--- src/rtl/mves_pkg.sv ---
// ----------------------------------------------------------------------------
// mves_pkg
// Shared types, codes, tables and small helpers of the envelope synthesizer.
// ----------------------------------------------------------------------------
package mves_pkg;

  localparam int SAMPLE_RATE_DEF  = 44100;
  localparam int MUSIC_VOICES_DEF = 4;
  localparam int NUM_NOTES        = 37;
  localparam int NUM_INSTR        = 6;
  localparam int NUM_FX           = 7;

  localparam logic [1:0] OP_TICK = 2'd0;
  localparam logic [1:0] OP_NOTE = 2'd1;
  localparam logic [1:0] OP_FX   = 2'd2;
  localparam logic [1:0] OP_RSVD = 2'd3;

  localparam logic [1:0] STG_IDLE = 2'd0;
  localparam logic [1:0] STG_ATK  = 2'd1;
  localparam logic [1:0] STG_DEC  = 2'd2;
  localparam logic [1:0] STG_REL  = 2'd3;

  localparam logic [1:0] WV_RAMP     = 2'd0;
  localparam logic [1:0] WV_PULSE    = 2'd1;
  localparam logic [1:0] WV_TRIANGLE = 2'd2;
  localparam logic [1:0] WV_NOISE    = 2'd3;

  localparam logic [15:0] LFSR_SEED  = 16'hACE1;
  localparam logic [15:0] LFSR_TAP   = 16'hB400;
  localparam logic [16:0] GAIN_FULL  = 17'd65536;
  localparam logic [16:0] GAIN_DUCK  = 17'(12 << 12);
  localparam logic [16:0] GAIN_SLEW  = 17'd48;
  localparam logic [16:0] LVL_FULL   = 17'd65536;
  localparam logic [16:0] LVL_FLOOR  = 17'd64;
  localparam logic [15:0] RECIP_255  = 16'd32897;
  localparam logic [15:0] WIND_BASE  = 16'd32768;

  localparam logic [15:0] PITCH_DHZ [NUM_NOTES] = '{
    16'd550,  16'd583,  16'd617,  16'd654,  16'd693,  16'd734,  16'd778,  16'd824,
    16'd873,  16'd925,  16'd980,  16'd1038, 16'd1100, 16'd1165, 16'd1235, 16'd1308,
    16'd1386, 16'd1468, 16'd1556, 16'd1648, 16'd1746, 16'd1850, 16'd1960, 16'd2077,
    16'd2200, 16'd2331, 16'd2469, 16'd2616, 16'd2772, 16'd2937, 16'd3111, 16'd3296,
    16'd3492, 16'd3700, 16'd3920, 16'd4153, 16'd4400
  };

  localparam logic [15:0] FX_DHZ [NUM_FX] = '{
    16'd0, 16'd1960, 16'd1308, 16'd880, 16'd440, 16'd330, 16'd2616
  };

  localparam logic [2:0] FX_INSTR [NUM_FX] = '{
    3'd0, 3'd4, 3'd4, 3'd3, 3'd0, 3'd0, 3'd5
  };

  typedef logic [31:0] note_tbl_t [NUM_NOTES];
  typedef logic [31:0] fx_tbl_t [NUM_FX];

  typedef struct packed {
    logic [1:0]  wave;
    logic [7:0]  duty;
    logic [14:0] atk;
    logic [15:0] dec;
    logic [14:0] sus;
    logic [15:0] rel;
    logic [4:0]  vdepth;
    logic [5:0]  vrate;
    logic [7:0]  vol;
  } instr_t;

  typedef struct packed {
    logic [31:0] step;
    logic [16:0] level;
    logic [1:0]  stage;
    logic [2:0]  instr;
  } voice_ctl_t;

  typedef struct packed {
    logic [31:0] osc;
    logic [31:0] vib;
  } voice_phs_t;

  // Codes six and seven never get stored; they fold like a modulo six would.
  function automatic instr_t instr_rom(input logic [2:0] idx);
    instr_t r;
    case (idx)
      3'd1:    r = '{WV_PULSE, 8'd96,  15'd1800,  16'd65450, 15'd20000, 16'd65200,
                     5'd12, 6'd40, 8'd170};
      3'd2:    r = '{WV_TRIANGLE, 8'd128, 15'd240, 16'd65530, 15'd30000, 16'd65400,
                     5'd5,  6'd18, 8'd130};
      3'd3:    r = '{WV_NOISE, 8'd128, 15'd20000, 16'd64200, 15'd0,     16'd64000,
                     5'd0,  6'd0,  8'd210};
      3'd4:    r = '{WV_PULSE, 8'd64,  15'd6000,  16'd65200, 15'd8000,  16'd65000,
                     5'd20, 6'd55, 8'd150};
      3'd5:    r = '{WV_TRIANGLE, 8'd128, 15'd4000, 16'd65350, 15'd12000, 16'd65250,
                     5'd8,  6'd28, 8'd160};
      3'd7:    r = '{WV_PULSE, 8'd96,  15'd1800,  16'd65450, 15'd20000, 16'd65200,
                     5'd12, 6'd40, 8'd170};
      default: r = '{WV_RAMP, 8'd128, 15'd900,    16'd65500, 15'd26000, 16'd65100,
                     5'd0,  6'd0,  8'd200};
    endcase
    return r;
  endfunction

  function automatic logic [15:0] lfsr_step(input logic [15:0] l);
    return (l >> 1) ^ (l[0] ? LFSR_TAP : 16'h0000);
  endfunction

  // Noise sample is the new register value offset by half scale.
  function automatic logic signed [15:0] noise_val(input logic [15:0] l);
    return $signed({~l[15], l[14:0]});
  endfunction

  function automatic logic signed [15:0] tri_val(input logic [31:0] ph);
    logic [16:0] t;
    logic [16:0] r;
    t = ph[31:15];
    r = t[16] ? ~t : t;
    return $signed({~r[15], r[14:0]});
  endfunction

endpackage

--- src/rtl/mves_wave.sv ---
// ----------------------------------------------------------------------------
// mves_wave
// Oscillator waveform shaper: saw, square, triangle and LFSR noise.
// ----------------------------------------------------------------------------
module mves_wave import mves_pkg::*; (
  input  logic [1:0]         wave_i,
  input  logic [7:0]         duty_i,
  input  logic [31:0]        phase_i,
  input  logic [15:0]        lfsr_i,
  output logic signed [15:0] value_o,
  output logic [15:0]        lfsr_o
);

  logic signed [16:0] duty_amp;

  assign lfsr_o   = lfsr_step(lfsr_i);
  assign duty_amp = $signed({2'b00, duty_i, 7'b0});

  always_comb begin
    case (wave_i)
      WV_RAMP:     value_o = $signed({~phase_i[31], phase_i[30:16]});
      WV_TRIANGLE: value_o = tri_val(phase_i);
      WV_NOISE:    value_o = noise_val(lfsr_o);
      default: begin
        // The high part of the square is lowered so the mean stays near zero.
        if (phase_i[31:24] < duty_i) begin
          value_o = 16'(17'sd32767 - duty_amp);
        end else begin
          value_o = 16'(-duty_amp);
        end
      end
    endcase
  end

endmodule

--- src/rtl/multi_voice_envelope_synth.sv ---
// ----------------------------------------------------------------------------
// multi_voice_envelope_synth
// Multi-voice oscillator and envelope sound generator with a wind noise bed.
// ----------------------------------------------------------------------------
// A note-on or effect transfer is taken while idle and yields no sample. A tick
// transfer yields its sample after one shared datapath has stepped the voices
// in turn through a read, envelope, oscillator, wave with level multiply, volume
// multiply, divide and accumulate stage each, with gain stages after the music
// voices and wind stages after the effect voice; no new input is taken until the
// block is idle again. A sample that is not taken holds the block at its last
// stage. Voice state sits in two small memories with valid bits, so it reads as
// zero after reset without a clearing pass.
module multi_voice_envelope_synth import mves_pkg::*; #(
  parameter int SAMPLE_RATE  = SAMPLE_RATE_DEF,
  parameter int MUSIC_VOICES = MUSIC_VOICES_DEF
) (
  input  logic               clk_i,
  input  logic               rst_ni,
  input  logic               psel,
  input  logic               penable,
  input  logic               pwrite,
  input  logic [2:0]         paddr,
  input  logic [31:0]        pwdata,
  output logic [31:0]        prdata,
  output logic               pready,
  input  logic               in_valid_i,
  output logic               in_ready_o,
  input  logic [1:0]         op_i,
  input  logic [1:0]         voice_select_i,
  input  logic [5:0]         note_index_i,
  input  logic [2:0]         instrument_select_i,
  input  logic [2:0]         effect_select_i,
  input  logic               duck_i,
  output logic               out_valid_o,
  input  logic               out_ready_i,
  output logic signed [15:0] sample_o
);

  localparam int NV = MUSIC_VOICES + 1;
  localparam int AW = $clog2(NV);
  localparam logic [AW-1:0] FxAddr   = AW'(MUSIC_VOICES);
  localparam logic [AW-1:0] LastMus  = AW'(MUSIC_VOICES - 1);
  localparam longint unsigned StepDen = longint'(SAMPLE_RATE) * 10;

  localparam logic [3:0] ST_IDLE = 4'd0;
  localparam logic [3:0] ST_RD   = 4'd1;
  localparam logic [3:0] ST_ENV  = 4'd2;
  localparam logic [3:0] ST_OSC  = 4'd3;
  localparam logic [3:0] ST_WAV  = 4'd4;
  localparam logic [3:0] ST_MUL  = 4'd5;
  localparam logic [3:0] ST_DIV  = 4'd6;
  localparam logic [3:0] ST_ACC  = 4'd7;
  localparam logic [3:0] ST_GAIN = 4'd8;
  localparam logic [3:0] ST_GSC  = 4'd9;
  localparam logic [3:0] ST_WND  = 4'd10;
  localparam logic [3:0] ST_WMUL = 4'd11;
  localparam logic [3:0] ST_OUT  = 4'd12;

  function automatic note_tbl_t note_steps();
    note_tbl_t t;
    for (int i = 0; i < NUM_NOTES; i++) begin
      t[i] = 32'((64'(PITCH_DHZ[i]) << 32) / StepDen);
    end
    return t;
  endfunction

  function automatic fx_tbl_t fx_steps();
    fx_tbl_t t;
    for (int i = 0; i < NUM_FX; i++) begin
      t[i] = 32'((64'(FX_DHZ[i]) << 32) / StepDen);
    end
    return t;
  endfunction

  localparam note_tbl_t NoteStep = note_steps();
  localparam fx_tbl_t   FxStep   = fx_steps();

  // Voice memories and their valid bits.
  voice_ctl_t mem_ctl [NV];
  voice_phs_t mem_phs [NV];
  logic [NV-1:0] vld_ctl_q, vld_phs_q;
  voice_ctl_t rd_ctl_q;
  voice_phs_t rd_phs_q;
  logic rdv_ctl_q, rdv_phs_q;

  logic          ctl_we, phs_we;
  logic [AW-1:0] ctl_wa;
  voice_ctl_t    ctl_wd;
  voice_phs_t    phs_wd;

  logic [3:0]    state_q, state_d;
  logic [AW-1:0] v_q, v_d;
  logic [7:0]    tension_q;
  logic [15:0]   lfsr_q, lfsr_d;
  logic signed [16:0] wind_q, wind_d;
  logic [16:0]   gain_q, gain_d;
  logic signed [19:0] acc_q, acc_d;

  voice_ctl_t cur_ctl_q;
  voice_phs_t cur_phs_q;
  logic [32:0] prod_q;
  logic [16:0] lvl1_q;
  logic [1:0]  stg1_q;
  logic        use_prod_q;
  logic [31:0] osc_q;
  logic [16:0] lvl_q;
  logic        idle_q;
  logic signed [33:0] sprod_q;
  logic signed [25:0] y_q;
  logic [24:0] a_q;
  logic        neg_q;
  logic [15:0] qe_q;
  logic signed [37:0] gprod_q;
  logic signed [33:0] wprod_q;
  logic signed [15:0] sample_q;
  logic        out_valid_q;

  logic in_fire, out_fire, cfg_wr;

  assign in_ready_o  = (state_q == ST_IDLE);
  assign in_fire     = in_valid_i && in_ready_o;
  assign out_fire    = out_valid_q && out_ready_i;
  assign out_valid_o = out_valid_q;
  assign sample_o    = sample_q;
  assign pready      = 1'b1;
  assign cfg_wr      = psel && penable && pwrite && pready;
  assign prdata      = paddr[2] ? 32'd0 : {24'd0, tension_q};

  // ---------------- envelope stage ----------------
  voice_ctl_t ctl_rd;
  voice_phs_t phs_rd;
  instr_t     ins_rd, ins_cur;
  logic [17:0] atk_sum;
  logic [32:0] env_prod;
  logic [16:0] env_lvl1;
  logic [1:0]  env_stg1;
  logic        env_use;

  assign ctl_rd  = rdv_ctl_q ? rd_ctl_q : '0;
  assign phs_rd  = rdv_phs_q ? rd_phs_q : '0;
  assign ins_rd  = instr_rom(ctl_rd.instr);
  assign ins_cur = instr_rom(cur_ctl_q.instr);
  assign atk_sum = 18'(ctl_rd.level) + 18'(ins_rd.atk);

  always_comb begin
    env_lvl1 = ctl_rd.level;
    env_stg1 = ctl_rd.stage;
    env_use  = 1'b0;
    env_prod = 33'(ctl_rd.level) * 33'(ins_rd.rel);
    case (ctl_rd.stage)
      STG_ATK: begin
        if (atk_sum >= 18'(LVL_FULL)) begin
          env_lvl1 = LVL_FULL;
          env_stg1 = STG_DEC;
        end else begin
          env_lvl1 = atk_sum[16:0];
        end
      end
      STG_DEC: begin
        env_prod = 33'(ctl_rd.level) * 33'(ins_rd.dec);
        env_use  = ctl_rd.level > 17'(ins_rd.sus);
      end
      STG_REL: env_use = 1'b1;
      default: ;
    endcase
  end

  // ---------------- oscillator stage ----------------
  logic [16:0] nl;
  logic [1:0]  ns;
  logic        n_idle;
  logic [31:0] vib_n, inc, osc_n;
  logic signed [15:0] tv;
  logic signed [16:0] tvb;
  logic signed [8:0]  q1;
  logic signed [14:0] vm, vmb, q2;

  always_comb begin
    nl = lvl1_q;
    ns = stg1_q;
    if (use_prod_q) begin
      nl = prod_q[32:16];
      if (stg1_q == STG_DEC && nl < 17'(ins_cur.sus)) begin
        nl = 17'(ins_cur.sus);
      end
      if (stg1_q == STG_REL && nl < LVL_FLOOR) begin
        nl = 17'd0;
        ns = STG_IDLE;
      end
    end
  end

  assign n_idle = (ns == STG_IDLE) && (nl == 17'd0);
  assign vib_n  = cur_phs_q.vib + (32'(ins_cur.vrate) << 18);
  assign tv     = tri_val(vib_n);
  // Both vibrato divisions truncate toward zero, hence the bias on negatives.
  assign tvb    = 17'(tv) + ((tv < 0) ? 17'sd255 : 17'sd0);
  assign q1     = 9'(tvb >>> 8);
  assign vm     = q1 * $signed({1'b0, ins_cur.vdepth});
  assign vmb    = vm + ((vm < 0) ? 15'sd63 : 15'sd0);
  assign q2     = vmb >>> 6;
  assign inc    = (ins_cur.vdepth != 5'd0) ? cur_ctl_q.step + 32'(q2) : cur_ctl_q.step;
  assign osc_n  = cur_phs_q.osc + inc;

  // ---------------- wave and scaling stages ----------------
  logic signed [15:0] wv;
  logic [15:0] wave_lfsr;
  logic signed [33:0] sp;
  logic signed [17:0] sx;
  logic signed [26:0] yf;
  logic [24:0] a_n;
  logic [40:0] est;
  logic [23:0] q255;
  logic [15:0] qf;
  logic signed [16:0] sv;

  mves_wave u_wave (
    .wave_i  (ins_cur.wave),
    .duty_i  (ins_cur.duty),
    .phase_i (osc_q),
    .lfsr_i  (lfsr_q),
    .value_o (wv),
    .lfsr_o  (wave_lfsr)
  );

  assign sp   = wv * $signed({1'b0, lvl_q});
  assign sx   = $signed(sprod_q[33:16]);
  assign yf   = sx * $signed({1'b0, ins_cur.vol});
  assign a_n  = (y_q < 0) ? 25'(-y_q) : 25'(y_q);
  assign est  = 41'(a_n) * 41'(RECIP_255);
  // The reciprocal estimate is at most one above the true quotient.
  assign q255 = {qe_q, 8'b0} - 24'(qe_q);
  assign qf   = (25'(q255) > a_q) ? qe_q - 16'd1 : qe_q;
  assign sv   = neg_q ? -$signed({1'b0, qf}) : $signed({1'b0, qf});

  // ---------------- mix, wind and output ----------------
  logic signed [37:0] gp;
  logic signed [15:0] wn;
  logic [15:0] wl;
  logic signed [17:0] wdiff;
  logic [15:0] wfac;
  logic signed [33:0] wp;
  logic signed [22:0] tot;
  logic [16:0] want, gain_up, gain_dn;

  assign gp      = acc_q * $signed({1'b0, gain_q});
  assign wl      = lfsr_step(lfsr_q);
  assign wn      = noise_val(wl);
  assign wdiff   = 18'(wn) - 18'(wind_q);
  assign wfac    = WIND_BASE + {2'b00, tension_q, 6'b0};
  assign wp      = wind_q * $signed({1'b0, wfac});
  assign tot     = (23'(acc_q) + 23'(wprod_q >>> 19)) <<< 1;
  assign want    = duck_i ? GAIN_DUCK : GAIN_FULL;
  assign gain_up = gain_q + GAIN_SLEW;
  assign gain_dn = gain_q - GAIN_SLEW;

  always_comb begin
    state_d = state_q;
    v_d     = v_q;
    lfsr_d  = lfsr_q;
    wind_d  = wind_q;
    gain_d  = gain_q;
    acc_d   = acc_q;
    ctl_we  = 1'b0;
    phs_we  = 1'b0;
    ctl_wa  = v_q;
    ctl_wd  = '0;
    phs_wd  = '0;
    case (state_q)
      ST_IDLE: begin
        if (in_fire) begin
          case (op_i)
            OP_TICK: begin
              if (gain_q < want) begin
                gain_d = (gain_up > want) ? want : gain_up;
              end else if (gain_q > want) begin
                gain_d = (gain_dn < want) ? want : gain_dn;
              end
              acc_d   = '0;
              v_d     = '0;
              state_d = ST_RD;
            end
            OP_NOTE: begin
              if (32'(voice_select_i) < 32'(MUSIC_VOICES) &&
                  instrument_select_i < 3'(NUM_INSTR)) begin
                ctl_we       = 1'b1;
                ctl_wa       = AW'(voice_select_i);
                ctl_wd.step  = NoteStep[(note_index_i > 6'd36) ? 6'd36 : note_index_i];
                ctl_wd.level = 17'd0;
                ctl_wd.stage = STG_ATK;
                ctl_wd.instr = instrument_select_i;
              end
            end
            OP_FX: begin
              if (effect_select_i != 3'd0 && effect_select_i != 3'd7) begin
                ctl_we       = 1'b1;
                ctl_wa       = FxAddr;
                ctl_wd.step  = FxStep[effect_select_i];
                ctl_wd.level = LVL_FULL;
                ctl_wd.stage = STG_REL;
                ctl_wd.instr = FX_INSTR[effect_select_i];
              end
            end
            default: ;
          endcase
        end
      end
      ST_RD:  state_d = ST_ENV;
      ST_ENV: state_d = ST_OSC;
      ST_OSC: begin
        ctl_we       = 1'b1;
        ctl_wd.step  = cur_ctl_q.step;
        ctl_wd.level = nl;
        ctl_wd.stage = ns;
        ctl_wd.instr = cur_ctl_q.instr;
        // An idle voice keeps its phases untouched.
        phs_we       = !n_idle;
        phs_wd.osc   = osc_n;
        phs_wd.vib   = (ins_cur.vdepth != 5'd0) ? vib_n : cur_phs_q.vib;
        state_d      = ST_WAV;
      end
      ST_WAV: begin
        if (!idle_q && ins_cur.wave == WV_NOISE) begin
          lfsr_d = wave_lfsr;
        end
        state_d = ST_MUL;
      end
      ST_MUL: state_d = ST_DIV;
      ST_DIV: state_d = ST_ACC;
      ST_ACC: begin
        acc_d = acc_q + 20'(sv >>> 2);
        v_d   = v_q + 1'b1;
        if (v_q == FxAddr) begin
          v_d     = v_q;
          state_d = ST_WND;
        end else if (v_q == LastMus) begin
          state_d = ST_GAIN;
        end else begin
          state_d = ST_RD;
        end
      end
      ST_GAIN: state_d = ST_GSC;
      ST_GSC: begin
        acc_d   = 20'(gprod_q >>> 16);
        state_d = ST_RD;
      end
      ST_WND: begin
        lfsr_d  = wl;
        wind_d  = wind_q + 17'(wdiff >>> 6);
        state_d = ST_WMUL;
      end
      ST_WMUL: state_d = ST_OUT;
      ST_OUT: begin
        if (!out_valid_q || out_ready_i) begin
          state_d = ST_IDLE;
        end
      end
      default: state_d = ST_IDLE;
    endcase
  end

  always_ff @(posedge clk_i or negedge rst_ni) begin
    if (!rst_ni) begin
      state_q     <= ST_IDLE;
      v_q         <= '0;
      tension_q   <= '0;
      lfsr_q      <= LFSR_SEED;
      wind_q      <= '0;
      gain_q      <= GAIN_FULL;
      acc_q       <= '0;
      vld_ctl_q   <= '0;
      vld_phs_q   <= '0;
      out_valid_q <= 1'b0;
    end else begin
      state_q <= state_d;
      v_q     <= v_d;
      lfsr_q  <= lfsr_d;
      wind_q  <= wind_d;
      gain_q  <= gain_d;
      acc_q   <= acc_d;
      if (cfg_wr && !paddr[2]) begin
        tension_q <= pwdata[7:0];
      end
      if (ctl_we) begin
        vld_ctl_q[ctl_wa] <= 1'b1;
      end
      if (phs_we) begin
        vld_phs_q[v_q] <= 1'b1;
      end
      if (state_q == ST_OUT && (!out_valid_q || out_ready_i)) begin
        out_valid_q <= 1'b1;
      end else if (out_fire) begin
        out_valid_q <= 1'b0;
      end
    end
  end

  always_ff @(posedge clk_i) begin
    rd_ctl_q  <= mem_ctl[v_q];
    rd_phs_q  <= mem_phs[v_q];
    rdv_ctl_q <= vld_ctl_q[v_q];
    rdv_phs_q <= vld_phs_q[v_q];
    if (ctl_we) begin
      mem_ctl[ctl_wa] <= ctl_wd;
    end
    if (phs_we) begin
      mem_phs[v_q] <= phs_wd;
    end
  end

  always_ff @(posedge clk_i) begin
    if (state_q == ST_ENV) begin
      cur_ctl_q  <= ctl_rd;
      cur_phs_q  <= phs_rd;
      prod_q     <= env_prod;
      lvl1_q     <= env_lvl1;
      stg1_q     <= env_stg1;
      use_prod_q <= env_use;
    end
    if (state_q == ST_OSC) begin
      osc_q  <= osc_n;
      lvl_q  <= nl;
      idle_q <= n_idle;
    end
    if (state_q == ST_WAV) begin
      sprod_q <= idle_q ? 34'sd0 : sp;
    end
    if (state_q == ST_MUL) begin
      y_q <= yf[25:0];
    end
    if (state_q == ST_DIV) begin
      a_q   <= a_n;
      neg_q <= y_q < 0;
      qe_q  <= est[38:23];
    end
    if (state_q == ST_GAIN) begin
      gprod_q <= gp;
    end
    if (state_q == ST_WMUL) begin
      wprod_q <= wp;
    end
    if (state_q == ST_OUT && (!out_valid_q || out_ready_i)) begin
      if (tot > 23'sd32767) begin
        sample_q <= 16'sh7FFF;
      end else if (tot < -23'sd32768) begin
        sample_q <= 16'sh8000;
      end else begin
        sample_q <= tot[15:0];
      end
    end
  end

endmodule

--- config.mk ---
export PLATFORM = sky130hd
export DESIGN_NAME = multi_voice_envelope_synth
export DESIGN_NICKNAME = d
export VERILOG_FILES = /design/src/rtl/mves_pkg.sv /design/src/rtl/mves_wave.sv /design/src/rtl/multi_voice_envelope_synth.sv
export SDC_FILE = /design/constraint.sdc
export NUM_CORES = 2
export LEC_CHECK = 0
export BUFFER_PORTS_ARGS = -buffer_cell sky130_fd_sc_hd__buf_2
export CORE_MARGIN = 10
export CORE_UTILIZATION = 57
export CTS_CLUSTER_DIAMETER = 200
export DETAILED_ROUTE_END_ITERATION = 6
export GPL_ROUTABILITY_DRIVEN = 0
export PLACE_DENSITY = 0.78
export SLEW_MARGIN = 25
export SYNTH_ARGS = -nofsm -noshare
export SYNTH_HDL_FRONTEND = slang
export SYNTH_HIERARCHICAL = 1
export SYNTH_SLANG_ARGS = --single-unit
--- constraint.sdc ---
create_clock -name clk_i -period 18.64 [get_ports clk_i]
set_input_delay 1.864 -clock clk_i [delete_from_list [all_inputs] [get_ports clk_i]]
set_output_delay 1.864 -clock clk_i [all_outputs]
set_load 0.01 [all_outputs]
# After elaboration in Yosys (flattened, before gate mapping)
# Memory sizes are Yosys's and may differ from the RTL's. A register that Yosys moved wholly into a read port is not among the register bits.
# Cells that the tools add are included.
# totals
mem_bits_ro	2328
out_inout_bits	51
reg_bits	488
n_memories	5
mem_bits_rw	590
in_bits	59
# classes
reduce_logical	37
muxes	87
n_addsub	20
order_cmp	23
n_bitwise	11
n_mul	8
eq_ne	41
# memory_table
memory	words	width	read_ports	rd_ports_with_merged_regs	write_ports	line	text
(name not given)	64	32	1	0	0	multi_voice_envelope_synth.sv:288	ctl_wd.step = NoteStep[(note_index_i > 6'd36) ? 6'd36 : note_index_i];
mem_phs	5	64	1	1	1	multi_voice_envelope_synth.sv:80	voice_phs_t mem_phs [NV];
mem_ctl	5	54	1	1	1	multi_voice_envelope_synth.sv:79	voice_ctl_t mem_ctl [NV];
(name not given)	8	32	1	0	0	multi_voice_envelope_synth.sv:298	ctl_wd.step = FxStep[effect_select_i];
(name not given)	8	3	1	0	0	multi_voice_envelope_synth.sv:301	ctl_wd.instr = FX_INSTR[effect_select_i];
# op_table
op	count
$pmux 91 s5	1
$pmux 81 s5	1
$pmux 54 s2	2
$mux 17	12
$mux 32	6
$mux 54	3
$mux 16	7
$mul 17x16->33	2
$add 32x32->32	2
$mux 64	1
$pmux 20 s3	1
$pmux 4 s13	1
$pmux 16 s3	1
$mux 20	2
$mul 25x16->39 const B	1
$mul 20x18->36	1
$gt 17x17->1	2
$lt 17x17->1	2
$mul 16x18->34	1
$mul 17x17->34	1
$mux 33	1
$add 32x24->32	1
$not 16->16	2
$pmux 16 s2	1
other kinds (78)	172

# Longest topological paths before layout
# depth
depth_word	18
ltp_mapped	71
depth_no_buf	66

# Modules after synthesis
# Netlist, hierarchy kept.
# modules_own_cells
mod	seq_area_each_um2	n_inst	cells_each	area_per_inst_um2
multi_voice_envelope_synth	29069.1	1	9510	96563.9
mves_wave	0.0	1	166	1102.3

# Worst setup path after synthesis
# No wires, ideal clock.
# synth_timing
path_type	register to register
from	reg cur_ctl_q[1] in the netlist's numbering
to	mem mem_phs[0][63] in the netlist's numbering (data pin)
stages_incl_launch_ff	65
slack_ns	3.917
path_buffers	5
t_required_ns	18.455
setup_time_ns	0.185
arrival_time_ns	14.538
cell_sequence	edfxtp_1 > nand2b_1 > buf_2 > inv_2 > clkbuf_1 > nor2_1 > nor2_1 > inv_1 > ha_1 > or3_1 > o2111ai_1 > and2_1 > buf_6 > clkbuf_1 > xnor2_1 > ha_1 > o21ai_0 > nand2b_1 > (+29 left out) > o21ai_0 > a22oi_1 > a41o_1 > a221o_1 > a21o_1 > a21o_1 > a21o_1 > a21o_1 > xnor2_1 > a21oi_1 > ha_1 > and3_1 > and3_1 > a211o_1 > a21oi_1 > xnor2_1 > a211o_1 > o21ai_1
# synth_rtl
element	line	text
start, declared	multi_voice_envelope_synth.sv:99	voice_ctl_t cur_ctl_q;
start signal, assigned	multi_voice_envelope_synth.sv:413	cur_ctl_q <= ctl_rd;
end, declared	multi_voice_envelope_synth.sv:80	

==> impl_metrics.toml <==
[outcome]
outcome = "finished, violations left"
violated_checks = "DRC"

[setup_path]
timing.critical_path.to = "mem_phs[2][60]"
cp-end-kind = "flop"
crit_reg_reg_startpoint = "cur_ctl_q[1]"
critical-path-top-cell-by-count = "sky130_fd_sc_hd__ha_1"
timing.critical_path.arrival_ps = 18070
reg2regPathDepth = 60
timing.critical_path.from = "cur_ctl_q[1]"
max_stage_delay_ps = 830
critical_path.max_fanout = 25
startpoint_type = "flop"
cp_data_required_time_ps = 19160
critical_path_class = "flop to flop"
cp_slowest_cell = "sky130_fd_sc_hd__a2111oi_0"
reg2reg_slack_ps = 1090
rr_endpoint = "mem_phs[2][60]"

[timing]
minimum_setup_slack_in_the_final_design_ps = 1090
final-setup-viol-count = 0
max_clock_freq_ghz = 0.0570
setup_tns_ps = 0
final-hold-violation-count = 0
layout_min_cycle_time_ps = 17550
tightestPinTransition_ps = 1140
finClkSkew_ps = 81.4
min_period_over_period_pct = 94.1
relSlewSlack_pct = 23.8
maxSlewViolCount = 0
rsz_0062_raised_after_global_routing = "false"

[layout]
fin_nets = 11700
final_layout_size_suffix_gt1_share_pct = 4.60
syn_to_final_growth_pct = 6.36
finalInstanceArea_um2 = 103000
antenna_cells = 0

[logic_synthesis]
mappedNetlistArea_um2 = 97200
mapped_cells = 9659
synth-warning-count = 6
synth_area_per_cell_um2 = 10.1

[job]
cap_viol_max_count = 0

[clock_network]
clock-root-buffer = "sky130_fd_sc_hd__clkbuf_16"
ctsResizeCount = 0
clock_tree_from_tritoncts = "yes"
clk_pin_slew_ps = 70
tritoncts_num_sinks = 1003
cts-root-to-sink-buffers = 3
insertion_delay_ps = 770
cts-buffers-inserted = 104
post-cts-setup-buffers = 0
cts_hold_buf = 0
htreeDepth = 3

[placed_design]
count_of_input_and_output_buffers = 58
hpwlAfterDp_um = 174000
pre_cts_slack_ps = 916
placed_area_um2 = 99800

[route]
drc_errors = 2
detailroute.via_count = 70100
finalWirelength_um = 238000
first_pass_iters = 7
via_per_inst = 5.89
number_of_nets_with_antenna_violations_after_routing = 0
drt-initial-drc-count = 6322
wire_per_inst_um = 20.0

[global_route]
grt_overflow = 0
antenna_found_initial = 2
use_met2_pct = 43.1
globalRoute.busiestLayer = "met2"
grt_met3_usage_pct = 4.46
gr-usage-all-layers_pct = 25.5
grt_pass1_wl_um = 385000
pin_count_of_the_biggest_net_entering_global_routing = 72
first_global_vias = 72900
groute.layer.met1.usage_pct = 32.6

[floorplanning]
die_area_um2 = 187000
design.core.area_um2 = 169000
io_pins = 110
starting_density_of_the_core_pct = 57.4
placementRows = 151
chipWidth_um = 433
fp.dieH_um = 433

[hold_path]
holdCritPathClass = "flop to flop"
worst max-delay path: cells and delay by family (launching register included):
family	cells	cell delay (ps)
AO/OA/AOI/OAI	25	5450
XOR/XNOR	6	2010
adder cells (fa/ha/maj)	9	3210
buffers and inverters	6	990
flip-flops	1	540
AND/OR/NAND/NOR	14	5090
routing by layer:
| metal | share of wire, % | routed length (um) |
|---|---|---|
| met1 | 39 | 93500 |
| met4 | 4.1 | 9840 |
| met3 | 8.3 | 19700 |
| met2 | 48 | 115000 |
| met5 | 0.0067 | 16 |
worst min path at each step:
stage                   startpoint            to  slack (ps)  cells past startpoint
finish              mem_ctl[3][50]  rd_ctl_q[50]         420                      2
global route        mem_ctl[3][50]  rd_ctl_q[50]         470                      2
CTS                 mem_ctl[3][50]  rd_ctl_q[50]         430                      2
detailed placement  mem_ctl[2][41]  rd_ctl_q[41]         450                      2
global placement    mem_ctl[2][38]  rd_ctl_q[38]         440                      2
floorplan             vld_phs_q[1]  vld_phs_q[1]         430                      1
registers in the layout (all words and copies together), names as in the netlist, 18 cells and up:
name and flops:
cur_phs_q 49, a_q 24, rd_ctl_q 54, cur_ctl_q 35
sprod_q 18, gprod_q 20, rd_phs_q 49, acc_q 20
y_q 25, mem_phs 245, mem_ctl 270
per-stage QoR:
stage / std cells / hold slack [ps] / utilization [%]
after global routing: 11900 / 473 / 61.0
after global placement: 11700 / 444 / 58.9
final: 11900 / 423 / 61.0
after floorplan: 9735 / 432 / -
after CTS: 11900 / 428 / 61.0
after detailed placement: 11700 / 454 / 58.9
layout by cell type (no fill, tap or decap), types with 104 or more instances in the layout:
cell type and count:
sky130_fd_sc_hd__inv_1 1554, sky130_fd_sc_hd__fa_1 1072, sky130_fd_sc_hd__ha_1 1006, sky130_fd_sc_hd__nand2_1 837, sky130_fd_sc_hd__edfxtp_1 806, sky130_fd_sc_hd__and2_1 573, sky130_fd_sc_hd__nor2_1 546, sky130_fd_sc_hd__a21oi_1 411
sky130_fd_sc_hd__o21ai_0 372, sky130_fd_sc_hd__xnor2_1 267, sky130_fd_sc_hd__mux2i_1 136, sky130_fd_sc_hd__a22oi_1 125, sky130_fd_sc_hd__xor2_1 118, sky130_fd_sc_hd__clkbuf_16 104, sky130_fd_sc_hd__dfxtp_1 104
cell type report:
cell class	count	area (um^2)
Clock inverter	60	743
Tap cell	2218	2780
Inverter	1568	5890
Timing Repair Buffer	159	1070
Sequential cell	1003	28600
Multi-Input combinational cell	6751	61500
Fill cell	13200	66100
Clock buffer	137	2830
Power is left out: the tool's default activity adds up to more than one toggle a clock period on the data nets, which glitch-free logic cannot reach.
